### src/twtc_pkg.sv
// Package for the timed window travel controller.
// Holds widths, scale constant, codes and the control/status structs. No dependencies.
`timescale 1ns / 1ps
`default_nettype none

package twtc_pkg;

	localparam int FULL_SCALE = 10000;

	localparam int PCT_W     = 14;
	localparam int ELAPSED_W = 24;
	localparam int TIME_W    = 20;
	localparam int CFG_IDX_W = 2;
	localparam int CFG_DAT_W = 20;

	localparam int FS_W    = $clog2(FULL_SCALE + 1);
	localparam int PROD_W  = ELAPSED_W + FS_W;
	localparam int CNT_W   = $clog2(PROD_W);
	localparam int SUM_W   = ((FS_W > PCT_W) ? FS_W : PCT_W) + 2;

	localparam logic [CFG_IDX_W-1:0] REG_OPEN_TIME  = 2'd0;
	localparam logic [CFG_IDX_W-1:0] REG_CLOSE_TIME = 2'd1;
	localparam logic [CFG_IDX_W-1:0] REG_LEAD       = 2'd2;
	localparam logic [CFG_IDX_W-1:0] REG_DEADBAND   = 2'd3;

	localparam logic [TIME_W-1:0] OPEN_TIME_RST  = 20'd30000;
	localparam logic [TIME_W-1:0] CLOSE_TIME_RST = 20'd30000;
	localparam logic [PCT_W-1:0]  LEAD_RST       = 14'd200;
	localparam logic [PCT_W-1:0]  DEADBAND_RST   = 14'd100;

	typedef enum logic [1:0] {
		MOT_IDLE    = 2'd0,
		MOT_OPENING = 2'd1,
		MOT_CLOSING = 2'd2
	} motion_t;

	typedef enum logic [1:0] {
		CMD_NONE  = 2'd0,
		CMD_OPEN  = 2'd1,
		CMD_CLOSE = 2'd2
	} command_t;

	typedef enum logic [2:0] {
		ST_IDLE,
		ST_MUL,
		ST_DIV,
		ST_POS,
		ST_FIN
	} state_t;

	typedef struct packed {
		logic [PCT_W-1:0]     start_pct;
		logic [ELAPSED_W-1:0] elapsed_ms;
		logic [PCT_W-1:0]     target_pct;
		logic                 settle_ok;
	} twtc_in_t;

	typedef struct packed {
		logic [PCT_W-1:0] position_pct;
		logic [1:0]       command;
		logic             reached;
		logic [1:0]       new_motion;
	} twtc_out_t;

	// controller -> datapath
	typedef struct packed {
		logic load;      // capture input transfer
		logic mul;       // form dividend, clear divider
		logic div_step;  // one quotient bit
		logic pos;       // register clamped position
		logic fin;       // decide, write result, update motion
	} twtc_cmd_t;

	// datapath -> controller
	typedef struct packed {
		logic skip_div;  // idle or zero travel time
		logic div_last;  // final quotient bit this cycle
		logic out_free;  // result register can take a new result
	} twtc_sts_t;

endpackage : twtc_pkg

`default_nettype wire

### src/twtc_ctrl.sv
// Sequencer for the travel controller: load, multiply, divide, clamp, decide.
// Depends on twtc_pkg.
`timescale 1ns / 1ps
`default_nettype none

module twtc_ctrl
	import twtc_pkg::*;
(
	input  wire logic      clk,
	input  wire logic      arst_n,
	input  wire logic      in_valid,
	output logic           in_stall,
	input  wire twtc_sts_t sts,
	output twtc_cmd_t      cmd
);

	state_t state_q, state_nxt;

	always_ff @(posedge clk or negedge arst_n) begin
		if (!arst_n) begin
			state_q <= ST_IDLE;
		end else begin
			state_q <= state_nxt;
		end
	end

	always_comb begin
		state_nxt = state_q;
		cmd       = '0;
		in_stall  = 1'b1;
		unique case (state_q)
			ST_IDLE: begin
				in_stall = 1'b0;
				if (in_valid) begin
					cmd.load  = 1'b1;
					state_nxt = ST_MUL;
				end
			end
			ST_MUL: begin
				cmd.mul   = 1'b1;
				state_nxt = sts.skip_div ? ST_POS : ST_DIV;
			end
			ST_DIV: begin
				cmd.div_step = 1'b1;
				if (sts.div_last) begin
					state_nxt = ST_POS;
				end
			end
			ST_POS: begin
				cmd.pos   = 1'b1;
				state_nxt = ST_FIN;
			end
			ST_FIN: begin
				if (sts.out_free) begin
					cmd.fin   = 1'b1;
					state_nxt = ST_IDLE;
				end
			end
			default: begin
				state_nxt = ST_IDLE;
			end
		endcase
	end

	// divider keeps running until its last bit
	a_div_holds: assert property (@(posedge clk) disable iff (!arst_n)
		(state_q == ST_DIV && !sts.div_last) |=> (state_q == ST_DIV))
		else $error("divider left early");

	// a finished result waits for the result register
	a_fin_waits: assert property (@(posedge clk) disable iff (!arst_n)
		(state_q == ST_FIN && !sts.out_free) |=> (state_q == ST_FIN))
		else $error("result dropped while output full");

	// only one item in flight: after load nothing is accepted until the result is written
	a_one_item: assert property (@(posedge clk) disable iff (!arst_n)
		cmd.load |=> (in_stall && !cmd.fin))
		else $error("second item accepted during work");

endmodule : twtc_ctrl

`default_nettype wire

### src/twtc_dpath.sv
// Datapath: config registers, scale multiply, bit-serial divider, clamp,
// direction decision, motion state and result register. Depends on twtc_pkg.
`timescale 1ns / 1ps
`default_nettype none

module twtc_dpath
	import twtc_pkg::*;
(
	input  wire logic                 clk,
	input  wire logic                 arst_n,
	input  wire logic                 cfg_wr_en,
	input  wire logic [CFG_IDX_W-1:0] cfg_index,
	input  wire logic [CFG_DAT_W-1:0] cfg_data,
	input  wire twtc_in_t             in_data,
	output logic                      out_valid,
	input  wire logic                 out_stall,
	output twtc_out_t                 out_data,
	input  wire twtc_cmd_t            cmd,
	output twtc_sts_t                 sts
);

	// configuration
	logic [TIME_W-1:0] open_time_q, close_time_q;
	logic [PCT_W-1:0]  lead_q, band_q;

	always_ff @(posedge clk or negedge arst_n) begin
		if (!arst_n) begin
			open_time_q  <= OPEN_TIME_RST;
			close_time_q <= CLOSE_TIME_RST;
			lead_q       <= LEAD_RST;
			band_q       <= DEADBAND_RST;
		end else if (cfg_wr_en) begin
			unique case (cfg_index)
				REG_OPEN_TIME:  open_time_q  <= cfg_data[TIME_W-1:0];
				REG_CLOSE_TIME: close_time_q <= cfg_data[TIME_W-1:0];
				REG_LEAD:       lead_q       <= cfg_data[PCT_W-1:0];
				REG_DEADBAND:   band_q       <= cfg_data[PCT_W-1:0];
				default: ;
			endcase
		end
	end

	// motion state
	motion_t motion_q, motion_nxt;

	// captured item
	logic [PCT_W-1:0]     start_q, target_q;
	logic [ELAPSED_W-1:0] elapsed_q;
	logic                 settle_q;

	always_ff @(posedge clk) begin
		if (cmd.load) begin
			start_q   <= in_data.start_pct;
			elapsed_q <= in_data.elapsed_ms;
			target_q  <= in_data.target_pct;
			settle_q  <= in_data.settle_ok;
		end
	end

	// divider: dvd_q holds dividend bits, then quotient bits
	logic [PROD_W-1:0] dvd_q;
	logic [TIME_W-1:0] rem_q;
	logic [CNT_W-1:0]  cnt_q;
	logic [TIME_W-1:0] divisor;
	logic [TIME_W:0]   rem_sh, trial;
	logic              fits;

	assign divisor = (motion_q == MOT_OPENING) ? open_time_q : close_time_q;
	assign rem_sh  = {rem_q, dvd_q[PROD_W-1]};
	assign trial   = rem_sh - {1'b0, divisor};
	assign fits    = (rem_sh >= {1'b0, divisor});

	always_ff @(posedge clk) begin
		if (cmd.mul) begin
			dvd_q <= PROD_W'(elapsed_q) * PROD_W'(FULL_SCALE);
			rem_q <= '0;
			cnt_q <= '0;
		end else if (cmd.div_step) begin
			rem_q <= fits ? trial[TIME_W-1:0] : rem_sh[TIME_W-1:0];
			dvd_q <= {dvd_q[PROD_W-2:0], fits};
			cnt_q <= cnt_q + CNT_W'(1);
		end
	end

	assign sts.skip_div = !((motion_q == MOT_OPENING && open_time_q != '0) ||
	                        (motion_q == MOT_CLOSING && close_time_q != '0));
	assign sts.div_last = (cnt_q == CNT_W'(PROD_W - 1));

	// skip flag for the clamp stage, set when the divider is bypassed
	logic skip_q;
	always_ff @(posedge clk) begin
		if (cmd.mul) begin
			skip_q <= sts.skip_div;
		end
	end

	// position estimate and clamp
	logic [SUM_W-1:0]  start_w, raw, clamped;
	logic [FS_W-1:0]   pos_q;

	assign start_w = SUM_W'(start_q);

	always_comb begin
		raw = start_w;
		if (!skip_q) begin
			if (motion_q == MOT_OPENING) begin
				if (dvd_q >= PROD_W'(FULL_SCALE)) begin
					raw = SUM_W'(FULL_SCALE);
				end else begin
					raw = start_w + SUM_W'(dvd_q[FS_W-1:0]);
				end
			end else begin
				if (dvd_q > PROD_W'(start_q)) begin
					raw = '0;
				end else begin
					raw = start_w - SUM_W'(dvd_q[PCT_W-1:0]);
				end
			end
		end
		clamped = (raw > SUM_W'(FULL_SCALE)) ? SUM_W'(FULL_SCALE) : raw;
	end

	always_ff @(posedge clk) begin
		if (cmd.pos) begin
			pos_q <= clamped[FS_W-1:0];
		end
	end

	// direction decision, signed compares
	logic signed [SUM_W-1:0] p_s, t_s, t_lo_lead, t_hi_lead, t_lo_band, t_hi_band;
	logic                    full_open, full_close;
	command_t                cmd_code;
	logic                    reached;

	assign p_s       = signed'(SUM_W'(pos_q));
	assign t_s       = signed'(SUM_W'(target_q));
	assign t_lo_lead = t_s - signed'(SUM_W'(lead_q));
	assign t_hi_lead = t_s + signed'(SUM_W'(lead_q));
	assign t_lo_band = t_s - signed'(SUM_W'(band_q));
	assign t_hi_band = t_s + signed'(SUM_W'(band_q));
	assign full_open  = (SUM_W'(target_q) >= SUM_W'(FULL_SCALE));
	assign full_close = (target_q == '0);

	always_comb begin
		cmd_code   = CMD_NONE;
		motion_nxt = motion_q;
		reached    = 1'b0;
		unique case (motion_q)
			MOT_OPENING: begin
				if (full_open) begin
					if (SUM_W'(pos_q) >= SUM_W'(FULL_SCALE)) begin
						motion_nxt = MOT_IDLE;
						reached    = 1'b1;
					end
				end else if (p_s >= t_lo_lead) begin
					cmd_code   = CMD_CLOSE;
					motion_nxt = MOT_IDLE;
					reached    = (p_s <= t_hi_band);
				end
			end
			MOT_CLOSING: begin
				if (full_close) begin
					if (pos_q == '0) begin
						motion_nxt = MOT_IDLE;
						reached    = 1'b1;
					end
				end else if (p_s <= t_hi_lead) begin
					cmd_code   = CMD_OPEN;
					motion_nxt = MOT_IDLE;
					reached    = (p_s >= t_lo_band);
				end
			end
			default: begin
				// idle, and the unused code behaves as idle
				motion_nxt = MOT_IDLE;
				if (p_s > t_lo_band && p_s < t_hi_band) begin
					reached = 1'b1;
				end else if (settle_q) begin
					if (t_s > p_s) begin
						cmd_code   = CMD_OPEN;
						motion_nxt = MOT_OPENING;
					end else begin
						cmd_code   = CMD_CLOSE;
						motion_nxt = MOT_CLOSING;
					end
				end
			end
		endcase
	end

	always_ff @(posedge clk or negedge arst_n) begin
		if (!arst_n) begin
			motion_q <= MOT_IDLE;
		end else if (cmd.fin) begin
			motion_q <= motion_nxt;
		end
	end

	// result register
	logic      out_valid_q;
	twtc_out_t out_q;

	always_ff @(posedge clk or negedge arst_n) begin
		if (!arst_n) begin
			out_valid_q <= 1'b0;
		end else if (cmd.fin) begin
			out_valid_q <= 1'b1;
		end else if (!out_stall) begin
			out_valid_q <= 1'b0;
		end
	end

	always_ff @(posedge clk) begin
		if (cmd.fin) begin
			out_q.position_pct <= PCT_W'(pos_q);
			out_q.command      <= cmd_code;
			out_q.reached      <= reached;
			out_q.new_motion   <= motion_nxt;
		end
	end

	assign sts.out_free = !out_valid_q || !out_stall;
	assign out_valid    = out_valid_q;
	assign out_data     = out_q;

endmodule : twtc_dpath

`default_nettype wire

### src/timed_window_travel_controller.sv
// Top level of the timed window travel controller.
// Joins twtc_ctrl and twtc_dpath; depends on twtc_pkg.
`timescale 1ns / 1ps
`default_nettype none

// Each input transfer carries the position at which the current travel began,
// the milliseconds since, a target and a settle flag. The block estimates the
// position as start +/- elapsed * FULL_SCALE / travel_time for the stored
// direction (idle or a zero travel time keeps start), clamps it to
// 0..FULL_SCALE and runs the direction machine, returning one result transfer
// per item: position, open/close/no command, reached flag and new direction.
// One item is worked at a time. An item that needs the estimate passes
// through accept, multiply, one divider step per bit of the PROD_W = 38
// bit dividend, clamp and decision, and its result is registered when the
// decision is made. The next item is accepted in the cycle after its
// predecessor's result is written. When idle or with a zero travel time
// the divider is skipped: accept, multiply, clamp and decision.
// The bit-serial restoring divider produces one quotient bit per cycle.
// The result sits in an output register, so a stalled result does
// not block the next item until that item's own result is ready.
// Configuration registers (index: 0 open time, 1 close time, 2 lead,
// 3 deadband) are written with cfg_wr_en; write them only while no item is
// in flight.
module timed_window_travel_controller
	import twtc_pkg::*;
(
	input  wire logic                 clk,
	input  wire logic                 arst_n,

	// configuration write port
	input  wire logic                 cfg_wr_en,
	input  wire logic [CFG_IDX_W-1:0] cfg_index,
	input  wire logic [CFG_DAT_W-1:0] cfg_data,

	// input channel
	input  wire logic                 in_valid,
	output logic                      in_stall,
	input  wire twtc_in_t             in_data,

	// result channel
	output logic                      out_valid,
	input  wire logic                 out_stall,
	output twtc_out_t                 out_data
);

	twtc_cmd_t cmd;
	twtc_sts_t sts;

	// sequencer: owns the input handshake and steps the datapath
	twtc_ctrl u_ctrl (
		.clk      (clk),
		.arst_n   (arst_n),
		.in_valid (in_valid),
		.in_stall (in_stall),
		.sts      (sts),
		.cmd      (cmd)
	);

	// datapath: registers, divider, decision and result register
	twtc_dpath u_dpath (
		.clk       (clk),
		.arst_n    (arst_n),
		.cfg_wr_en (cfg_wr_en),
		.cfg_index (cfg_index),
		.cfg_data  (cfg_data),
		.in_data   (in_data),
		.out_valid (out_valid),
		.out_stall (out_stall),
		.out_data  (out_data),
		.cmd       (cmd),
		.sts       (sts)
	);

endmodule : timed_window_travel_controller

`default_nettype wire

### config.mk
export PLATFORM = sky130hd
export DESIGN_NAME = timed_window_travel_controller
export DESIGN_NICKNAME = d
export VERILOG_FILES = /design/src/twtc_pkg.sv /design/src/twtc_ctrl.sv /design/src/twtc_dpath.sv /design/src/timed_window_travel_controller.sv
export SDC_FILE = /design/constraint.sdc
export NUM_CORES = 1
export LEC_CHECK = 0
export BUFFER_PORTS_ARGS = -buffer_cell sky130_fd_sc_hd__buf_2
export CAP_MARGIN = 20
export CORE_ASPECT_RATIO = 0.5
export CORE_MARGIN = 5
export CORE_UTILIZATION = 61
export CTS_CLUSTER_DIAMETER = 120
export CTS_CLUSTER_SIZE = 25
export DETAILED_ROUTE_END_ITERATION = 10
export HOLD_SLACK_MARGIN = 0.05
export PLACE_DENSITY = 0.79
export REMOVE_ABC_BUFFERS = 1
export SYNTH_ARGS = -nofsm -noshare
export SYNTH_HDL_FRONTEND = slang
export SYNTH_SLANG_ARGS = --single-unit
### constraint.sdc
create_clock -name clk -period 5.6 [get_ports clk]
set_input_delay 0.56 -clock clk [delete_from_list [all_inputs] [get_ports clk]]
set_output_delay 0.56 -clock clk [all_outputs]
set_load 0.01 [all_outputs]
==> Yosys cells after proc, flatten, opt, wreduce, memory -nomap -nowiden <==
Index checks and enable logic that the tools add are counted.
{ "totals": {"regBits": 225, "word_cells": 123, "in_bits": 80} }
{ "classes": {"reduce_logical": 20, "addsub": 8, "mux": 46, "n_lt_le_gt_ge": 13, "mul": 1, "n_eq_ne": 14} }
{ "ops": {"columns": ["cell", "count"], "rows": [
  ["2-to-1 mux 38 bit", 2],
  ["2-to-1 mux 16 bit", 4],
  ["adder 14 x 14 -> 15 bit", 3],
  ["subtractor 14 x 14 -> 15 bit", 3],
  ["2-to-1 mux 20 bit", 2],
  ["nonzero test 20 bit", 2],
  [">= comparator 38 x 14 -> 1 bit, second input constant", 1],
  ["> comparator 38 x 14 -> 1 bit", 1],
  ["multiplier 24 x 10 -> 34 bit, second input constant", 1],
  [">= comparator 15 x 16 -> 1 bit", 2],
  ["less-or-equal comparator 15 x 16 -> 1 bit", 2],
  [">= comparator 14 bit, second input constant", 2],
  ["zero test 14 bit", 2],
  ["2-to-1 mux 2 bit", 12],
  [">= comparator 21 x 20 -> 1 bit", 1],
  ["subtractor 20 bit", 1],
  ["2-to-1 mux 1 bit", 19],
  ["> comparator 15 x 16 -> 1 bit", 1],
  ["> comparator 16 x 14 -> 1 bit, second input constant", 1],
  ["< comparator 15 x 16 -> 1 bit", 1],
  ["case mux 3 bit (5 select lines)", 1],
  ["> comparator 14 bit", 1],
  ["2-to-1 mux 3 bit", 3],
  ["case mux 2 bit (2 select lines)", 2],
  ["other kinds (18)", 32]
]} }

==> Depth between registers and ports, before layout <==
Gate-level depths: netlist of run 1.
{ "depth": {"ltp_word": 5, "ltp_mapped": 23, "ltp_nobuf": 23} }

==> By module <==
From an unflattened synthesis of run 1, not the netlist that was laid out.
{ "hier_totals": {"cells_unflattened": 2046, "area_unflattened_um2": 19865.3} }
{ "modules_own_cells": {"columns": ["module", "n_inst", "area_each_um2", "cells_per_inst"], "rows": [
  ["twtc_dpath", 1, 19652.6, 2024],
  ["twtc_ctrl", 1, 212.7, 22]
]} }

==> Worst setup path before layout of run 1 <==
No wires, ideal clock.
{ "synth_timing": {"path_type": "flip-flop to flip-flop", "start": "reg u_dpath.elapsed_q[5]", "end": "reg u_dpath.dvd_q[30], data pin", "setup_time_ns": 0.268, "stages_incl_launch_ff": 20, "n_path_buf": 0, "slack_ns": 0.658, "required_ns": 5.332, "arrival_ns": 4.673, "synth_period_minus_slack_ns": 4.942, "cell_sequence": "edfxtp_1 -> inv_1 -> fa_1 -> inv_1 -> ha_1 -> fa_1 -> ha_1 -> inv_1 -> fa_1 -> inv_1 -> ha_1 -> a2111oi_0 -> o21ai_0 -> a221o_1 -> a22o_1 -> a21oi_1 -> o21bai_1 -> a21oi_1 -> xor2_1 -> o21ai_0"} }
{ "synth_via": {"elab_chain_len": 2} }
{ "synth_lines": {"columns": ["item", "line", "rtl"], "rows": [
  ["from (decl)", "twtc_dpath.sv:48", "logic [ELAPSED_W-1:0] elapsed_q;"],
  ["from (signal assigned)", "twtc_dpath.sv:54", "elapsed_q <= in_data.elapsed_ms;"],
  ["multiplier 24 x 10 -> 34 bit", "twtc_dpath.sv:75", "dvd_q <= PROD_W'(elapsed_q) * PROD_W'(FULL_SCALE);"],
  ["2-to-1 mux 38 bit", "twtc_dpath.sv:74", "if (cmd.mul) begin"],
  ["to (signal assigned)", "twtc_dpath.sv:75", null],
  ["to (signal assigned)", "twtc_dpath.sv:80", "dvd_q <= {dvd_q[PROD_W-2:0], fits};"],
  ["to (decl)", "twtc_dpath.sv:61", "logic [PROD_W-1:0] dvd_q;"]
]} }
Every way passes these cells.
A chain may end at the register's enable or synchronous reset.

==> Final worst setup path of run 1 <==
Same ends and word-level chain as after synthesis.

==> impl_results.md, run 1 <==
- Status: finished, final reports clean
- Endpoints failing setup: 0
- Max Slew Vio Count: 0
- Routed Antenna Nets: 0
- Leading area contributor after synthesis: edfxtp_1
- Sequential element share of the synthesized area: 31.0%
- Port bufs: 100
- Total congestion overflow: 0
- Slew headroom: 26.1%
- # fillers: 2657
- Startpoint Class: flop
- Sink Count: 225
- Antenna Cells: 0
- Hold Crit Class: input port to flop
- Clock Path Buffers: 3
- Worst path cell trace: inv_2 > fa_1 > inv_1 > ha_1 > fa_1 > ha_1 > inv_1 > fa_1 > inv_1 > ha_1 > a2111oi_2 > o21ai_1 > a221o_1 > a22o_2 > a21oi_2 > o21bai_1 > a21oi_1 > xor2_1 > o21ai_0
- Layout Nets: 2582
- Die area: 36200 µm²
- Hpwl dp: 35.9 mm
- FMAX: 189 MHz
- Synth area leaders: edfxtp_1 (18%), ha_1 (18%), dfrtp_1 (6.9%)
- Crit path buf inv count: 4
- Crit path required time: 5.83 ns
- Number of iterations in the first detailed-routing pass: 6
- Root buffer cell: clkbuf_16
- Vias in the first global route: 14817
- Synth warnings: 0
- EDFF count, synth: 121
- Rows: 46
- Non-Filler Instances: 2588
- Top-area cell type share of the netlist area: 18.4%
- CP max stage cell: fa_1
- Via Count: 15236
- Clk_lat worst skew: 0.49 ns
- Post-synthesis instance area: 19700 µm²
- Most frequent cells in the layout: inv_1 (308), ha_1 (286), a21oi_1 (133)
- Register clock-pin slew on the reported worst setup and hold paths: 0.11 ns
- Largest net degree at the start of global routing: 66
- Num CTS Buffers: 12
- Max_cap viols: 0
- H-tree depth: 1
- Most used DFF post-synth: edfxtp_1
- Async SR Flop Fraction: 32.9%
- Die W: 264 µm
- I/O pin total: 101
- Initial core utilization: 62.0%
- Worst Max-Slew Pin Slew: 1.10 ns
- Final WL: 45.8 mm
- Fin crit period: 5.28 ns
- Clock Skew: 0.0144 ns
- First-pass GRT wire length: 74.5 mm
- Most common cell after layout, fill and taps aside: inv_1
- Crit path largest cell delay: 0.55 ns
- CP arrival: 5.51 ns
- CTS tree: yes
- Initial antenna violation count: 0
- Crit. End Element: flop
- Final GP Congestion: 0.950
- Cell variety after synth: 81
- Avg Cell Area, Syn: 9.51 µm²
- DRC errors left: 0
- Placed Cells: 2565
- Die height: 137 µm
- Cells after Synth: 2073
- Count of final hold-check violations: 0
- GRT Overall Usage: 24.9%
- Initial DRC Count: 1160
- Core area: 31800 µm²
- Synth Register Bits: 225
- Share of layout cells above drive strength 1: 11.6%
- Tcrit/Tclk final: 94.3%
- DR vias/cell: 5.89
- WS Path Type: flop to flop
- Family with the most delay on the worst path: adder cells
- Synth-to-layout area growth: 6.98%
- DR WL/cell: 17.7 µm
- Crit-path max FO: 5
[final timing paths]
check | startpoint | endpoint | slack, ns | cells after the start
min | in_data[39] | u_dpath.start_q[0] | 0.24 | 1
min reg2reg | u_dpath.rem_q[19] | u_dpath.rem_q[19] | 0.48 | 2
min in group asynchronous | arst_n | u_dpath.band_q[1] | 0.49 | 2
max | u_dpath.elapsed_q[5] | u_dpath.dvd_q[30] | 0.32 | 19
max reg2reg | u_dpath.elapsed_q[5] | u_dpath.dvd_q[30] | 0.32 | 19
max in group asynchronous | arst_n | u_dpath.open_time_q[19] | 3.99 | 3
[cells in the mapped netlist (6+ instances only)]
| master | instances |
|---|---|
| o21a_1 | 20 |
| or3_1 | 13 |
| o21bai_1 | 16 |
| nand2b_1 | 28 |
| xor2_1 | 26 |
| buf_2 | 11 |
| mux2_2 | 70 |
| o31ai_1 | 15 |
| nor3_1 | 32 |
| xnor2_1 | 69 |
| fa_1 | 66 |
| a21oi_1 | 135 |
| dfrtp_1 | 54 |
| nand3_1 | 31 |
| nor4_1 | 32 |
| a211o_1 | 6 |
| ha_1 | 286 |
| nand2_1 | 111 |
| mux2i_1 | 28 |
| a21o_1 | 52 |
| inv_1 | 309 |
| a31oi_1 | 9 |
| and3_1 | 12 |
| a211oi_1 | 16 |
| edfxtp_1 | 121 |
| o31a_1 | 7 |
| o21ai_0 | 109 |
| a22oi_1 | 7 |
| nor2b_1 | 30 |
| o22ai_1 | 11 |
| dfxtp_1 | 30 |
| a21boi_0 | 7 |
| nor2_1 | 98 |
| o211ai_1 | 7 |
| nand4_1 | 27 |
| o21ai_1 | 6 |
| dfstp_2 | 20 |
| clkbuf_1 | 41 |
| nor3b_1 | 8 |
[sequential cells by signal, indices dropped and copies added (netlist names), 2 cells and up]
register,count
u_dpath.lead_q,14
u_dpath.pos_q,14
u_ctrl.state_q,3
u_dpath.target_q,14
u_dpath.close_time_q,20
u_dpath.rem_q,20
u_dpath.open_time_q,20
u_dpath.motion_q,2
u_dpath.dvd_q,38
u_dpath.start_q,14
u_dpath.band_q,14
u_dpath.elapsed_q,24
u_dpath.cnt_q,6
u_dpath.out_data,19
[per-stage QoR]
stage          utilization, %  instance area [µm²]  setup WS (ns)  TNS (ns)  hold slack (ns)
3_3_place_gp             65.1                20700          0.423         0            0.450
6_report                 66.4                21100          0.317         0            0.237
2_1_floorplan               -                19500          0.190         0            0.264
4_1_cts                  66.2                21000          0.218         0            0.214
5_1_grt                  66.4                21100        -0.0577   -0.0879            0.217
3_5_place_dp             65.1                20700          0.250         0            0.460
[routing by layer]
layer | track usage, % | wire [µm] | part of all wire (%) | up-vias
li1 | - | - | - | 7470
met1 | 34.4 | 20900 | 46 | 7262
met2 | 43.2 | 21500 | 47 | 432
met3 | 2.75 | 2420 | 5.3 | 72
met4 | 5.34 | 995 | 2.2 | 0
met5 | 0 | 0 | 0 | -
[worst reg2reg max path, delay by kind of cell, from the launching register on]
family,cells,cell delay (ns)
fa+ha+maj,6,2.45
compound gates,8,1.74
flops,1,0.45
buf+inv,4,0.23
xor+xnor,1,0.15
[kinds of logic after synthesis]
| group | share of synthesized area [%] |
|---|---|
| AOI/OAI and AO/OA | 16.0 |
| and+or+nand+nor | 11.5 |
| muxes | 5.42 |
| buffers and inverters | 7.04 |
| DFF | 31.0 |
| xor gates and xnor gates | 4.22 |
| adders and majority gates | 24.9 |
[final cells by class]
class                   count  area, µm²  area share (%)
flip-flops and latches    225       6110            29.0
multi-input cells        1482      12300            58.2
inverters                 312       1170            5.55
clock buffers              20        352            1.67
well taps                 432        541            2.56
repair buffers            117        631            2.99
[what timing repair did]
action                                 4_1_cts  5_1_grt
buffers inserted                             0        2
setup endpoints to repair                    0        5
gates resized for setup                      0        9
endpoints found under the hold margin        8        0
hold buffers                                 1        0
Power of run 1 is left out: the tool's default activity adds up to more than one toggle a clock period on the data nets, which glitch-free logic cannot reach.
==> inputs of run 2 (changes only) <==
--- a/config.mk
+++ b/config.mk
@@ -9,12 +9,11 @@
 export CAP_MARGIN = 20
 export CORE_ASPECT_RATIO = 0.5
 export CORE_MARGIN = 5
-export CORE_UTILIZATION = 61
+export CORE_UTILIZATION = 46
 export CTS_CLUSTER_DIAMETER = 120
 export CTS_CLUSTER_SIZE = 25
 export DETAILED_ROUTE_END_ITERATION = 10
 export HOLD_SLACK_MARGIN = 0.05
-export PLACE_DENSITY = 0.79
 export REMOVE_ABC_BUFFERS = 1
 export SYNTH_ARGS = -nofsm -noshare
 export SYNTH_HDL_FRONTEND = slang
==> run 2 against run 1 <==
Clock skew up 0.0057 ns. Sequential cell count unchanged. Cell count up 5.8%. Sequential share of layout area down 0.32 points. Highest routed layer unchanged. Fmax up 1.2%. Register-to-register slack better by 0.06 ns. Global-route usage down 5.1 points. Via count down 2.6%. Final area up 1.1%.
==> impl_results.md, run 2 (synthesized netlist as in run 1, its figures left out) <==
- Num CTS Buffers: 12 (unchanged)
- Crit-path max FO: 5 (unchanged)
- I/O pin total: 101 (unchanged)
- Worst Max-Slew Pin Slew: 1.09 ns (was 1.10 ns)
- Die area: 47300 µm² (was 36200 µm²)
- DR WL/cell: 17.2 µm (was 17.7 µm)
- # fillers: 4004 (was 2657)
- Initial core utilization: 46.7% (was 62.0%)
- Startpoint Class: flop (unchanged)
- Largest net degree at the start of global routing: 75 (was 66)
- Max FFs per register: 38 (unchanged)
- RSZ-0062 raised after global routing: false
- WS Path Type: flop to flop (unchanged)
- Number of iterations in the first detailed-routing pass: 5 (was 6)
- Max Slew Vio Count: 0 (unchanged)
- Vias in the first global route: 14605 (was 14817)
- Layout Nets: 2586 (was 2582)
- Largest Register: u_dpath.dvd_q (unchanged)
- Share of layout cells above drive strength 1: 11.6% (about the same)
- Core area: 42200 µm² (was 31800 µm²)
- Total congestion overflow: 0 (unchanged)
- Crit path required time: 5.85 ns (was 5.83 ns)
- Clk_lat worst skew: 0.50 ns (was 0.49 ns)
- Port bufs: 100 (unchanged)
- DRC errors left: 0 (unchanged)
- Routed Antenna Nets: 0 (unchanged)
- Tcrit/Tclk final: 93.3% (was 94.3%)
- Biggest registers after layout: u_dpath.dvd_q (38), u_dpath.elapsed_q (24) (unchanged)
- Max_cap viols: 0 (unchanged)
- FMAX: 191 MHz (was 189 MHz)
- Slew headroom: 26.8% (was 26.1%)
- Fin Setup TNS: 0 ns (unchanged)
- GRT Overall Usage: 19.9% (was 24.9%)
- CTS tree: yes (unchanged)
- Rows: 53 (was 46)
- Count of final hold-check violations: 0 (unchanged)
- Endpoints failing setup: 0 (unchanged)
- Root buffer cell: clkbuf_16 (unchanged)
- Initial antenna violation count: 1 (was 0)
- Final WL: 47.0 mm (was 45.8 mm)
- Final GP Congestion: 0.884 (was 0.950)
- Hpwl dp: 37.5 mm (was 35.9 mm)
- Most common cell after layout, fill and taps aside: inv_1 (unchanged)
- Synth-to-layout area growth: 8.16% (was 6.98%)
- H-tree depth: 1 (unchanged)
- Crit. End Element: flop (unchanged)
- Clock Skew: 0.0202 ns (was 0.0144 ns)
- Fin crit period: 5.22 ns (was 5.28 ns)
- Via Count: 14835 (was 15236)
- Die height: 156 µm (was 137 µm)
- Status: finished, final reports clean (unchanged)
- Initial DRC Count: 877 (was 1160)
- Clock Path Buffers: 3 (unchanged)
- Most frequent cells in the layout: inv_1 (308), ha_1 (286), a21oi_1 (134) (was inv_1 (308), ha_1 (286), a21oi_1 (133))
- Die W: 303 µm (was 264 µm)
- Sink Count: 225 (unchanged)
- Hold Crit Class: input port to flop (unchanged)
- First-pass GRT wire length: 76.6 mm (was 74.5 mm)
- CP arrival: 5.47 ns (was 5.51 ns)
- Register clock-pin slew on the reported worst setup and hold paths: 0.12 ns (was 0.11 ns)
- DR vias/cell: 5.42 (was 5.89)
## run 2: per-stage QoR
step                      hold WS (ns)  setup slack (ns)  util [%]  instance area (µm²)  cells
after floorplan                  0.264             0.190         -                19500   2019
after global placement           0.462             0.370      49.5                20900   2711
after detailed placement         0.462             0.313      49.5                20900   2712
after CTS                        0.203             0.289      50.4                21200   2732
after global routing             0.195            0.0127      50.5                21300   2738
final                            0.224             0.377      50.5                21300   2738
## run 2: layer usage
metal  wire length [µm]  part of all wire (%)  up-vias  global-route usage [%]
li1                   -                     -     7465                       -
met1              23100                    49     7072                    28.1
met2              21500                    46      261                    33.6
met3               1850                   3.9       37                    2.59
met4                562                   1.2        0                    2.93
met5                  0                     0        -                       0
## run 2: critical path, stage by stage (launching register included)
cell	delay, ns
edfxtp_1	0.40
inv_1	0.12
fa_1	0.54
inv_1	0.04
ha_1	0.29
fa_1	0.48
ha_1	0.29
inv_1	0.05
fa_1	0.49
inv_1	0.04
ha_1	0.33
a2111oi_1	0.38
o21ai_1	0.15
a221o_1	0.37
a22o_1	0.30
a21oi_1	0.22
o21bai_1	0.09
a21oi_1	0.17
xor2_1	0.15
o21ai_0	0.08
## run 2: repair_timing
item	in CTS	in global routing
hold buffers	0	1
hold endpoints to repair	0	5
endpoints found under the setup margin	0	3
gates resized for setup	0	4
buffers inserted	0	3
## run 2: area by class of cell
type | count | area, µm² | area share [%]
inverters | 312 | 1170 | 5.49
flip-flops and latches | 225 | 6110 | 28.7
clock buffers | 20 | 352 | 1.65
diodes | 1 | 2.50 | 0.0117
multi-input cells | 1482 | 12300 | 57.5
repair buffers | 121 | 703 | 3.30
well taps | 577 | 722 | 3.39
## run 2: worst paths after layout
check,depth (start not counted),slack (ns),endpoint,startpoint
max in group asynchronous,3,4.57,u_dpath.close_time_q[13],arst_n
worst max register to register,19,0.38,u_dpath.dvd_q[30],u_dpath.elapsed_q[5]
worst max-delay path,19,0.38,u_dpath.dvd_q[30],u_dpath.elapsed_q[5]
worst min-delay path,1,0.22,u_dpath.start_q[11],in_data[50]
min in group asynchronous,2,0.40,u_dpath.lead_q[0],arst_n
worst min register to register,2,0.48,u_dpath.rem_q[8],u_dpath.rem_q[8]
Power of run 2 is left out for the same reason.
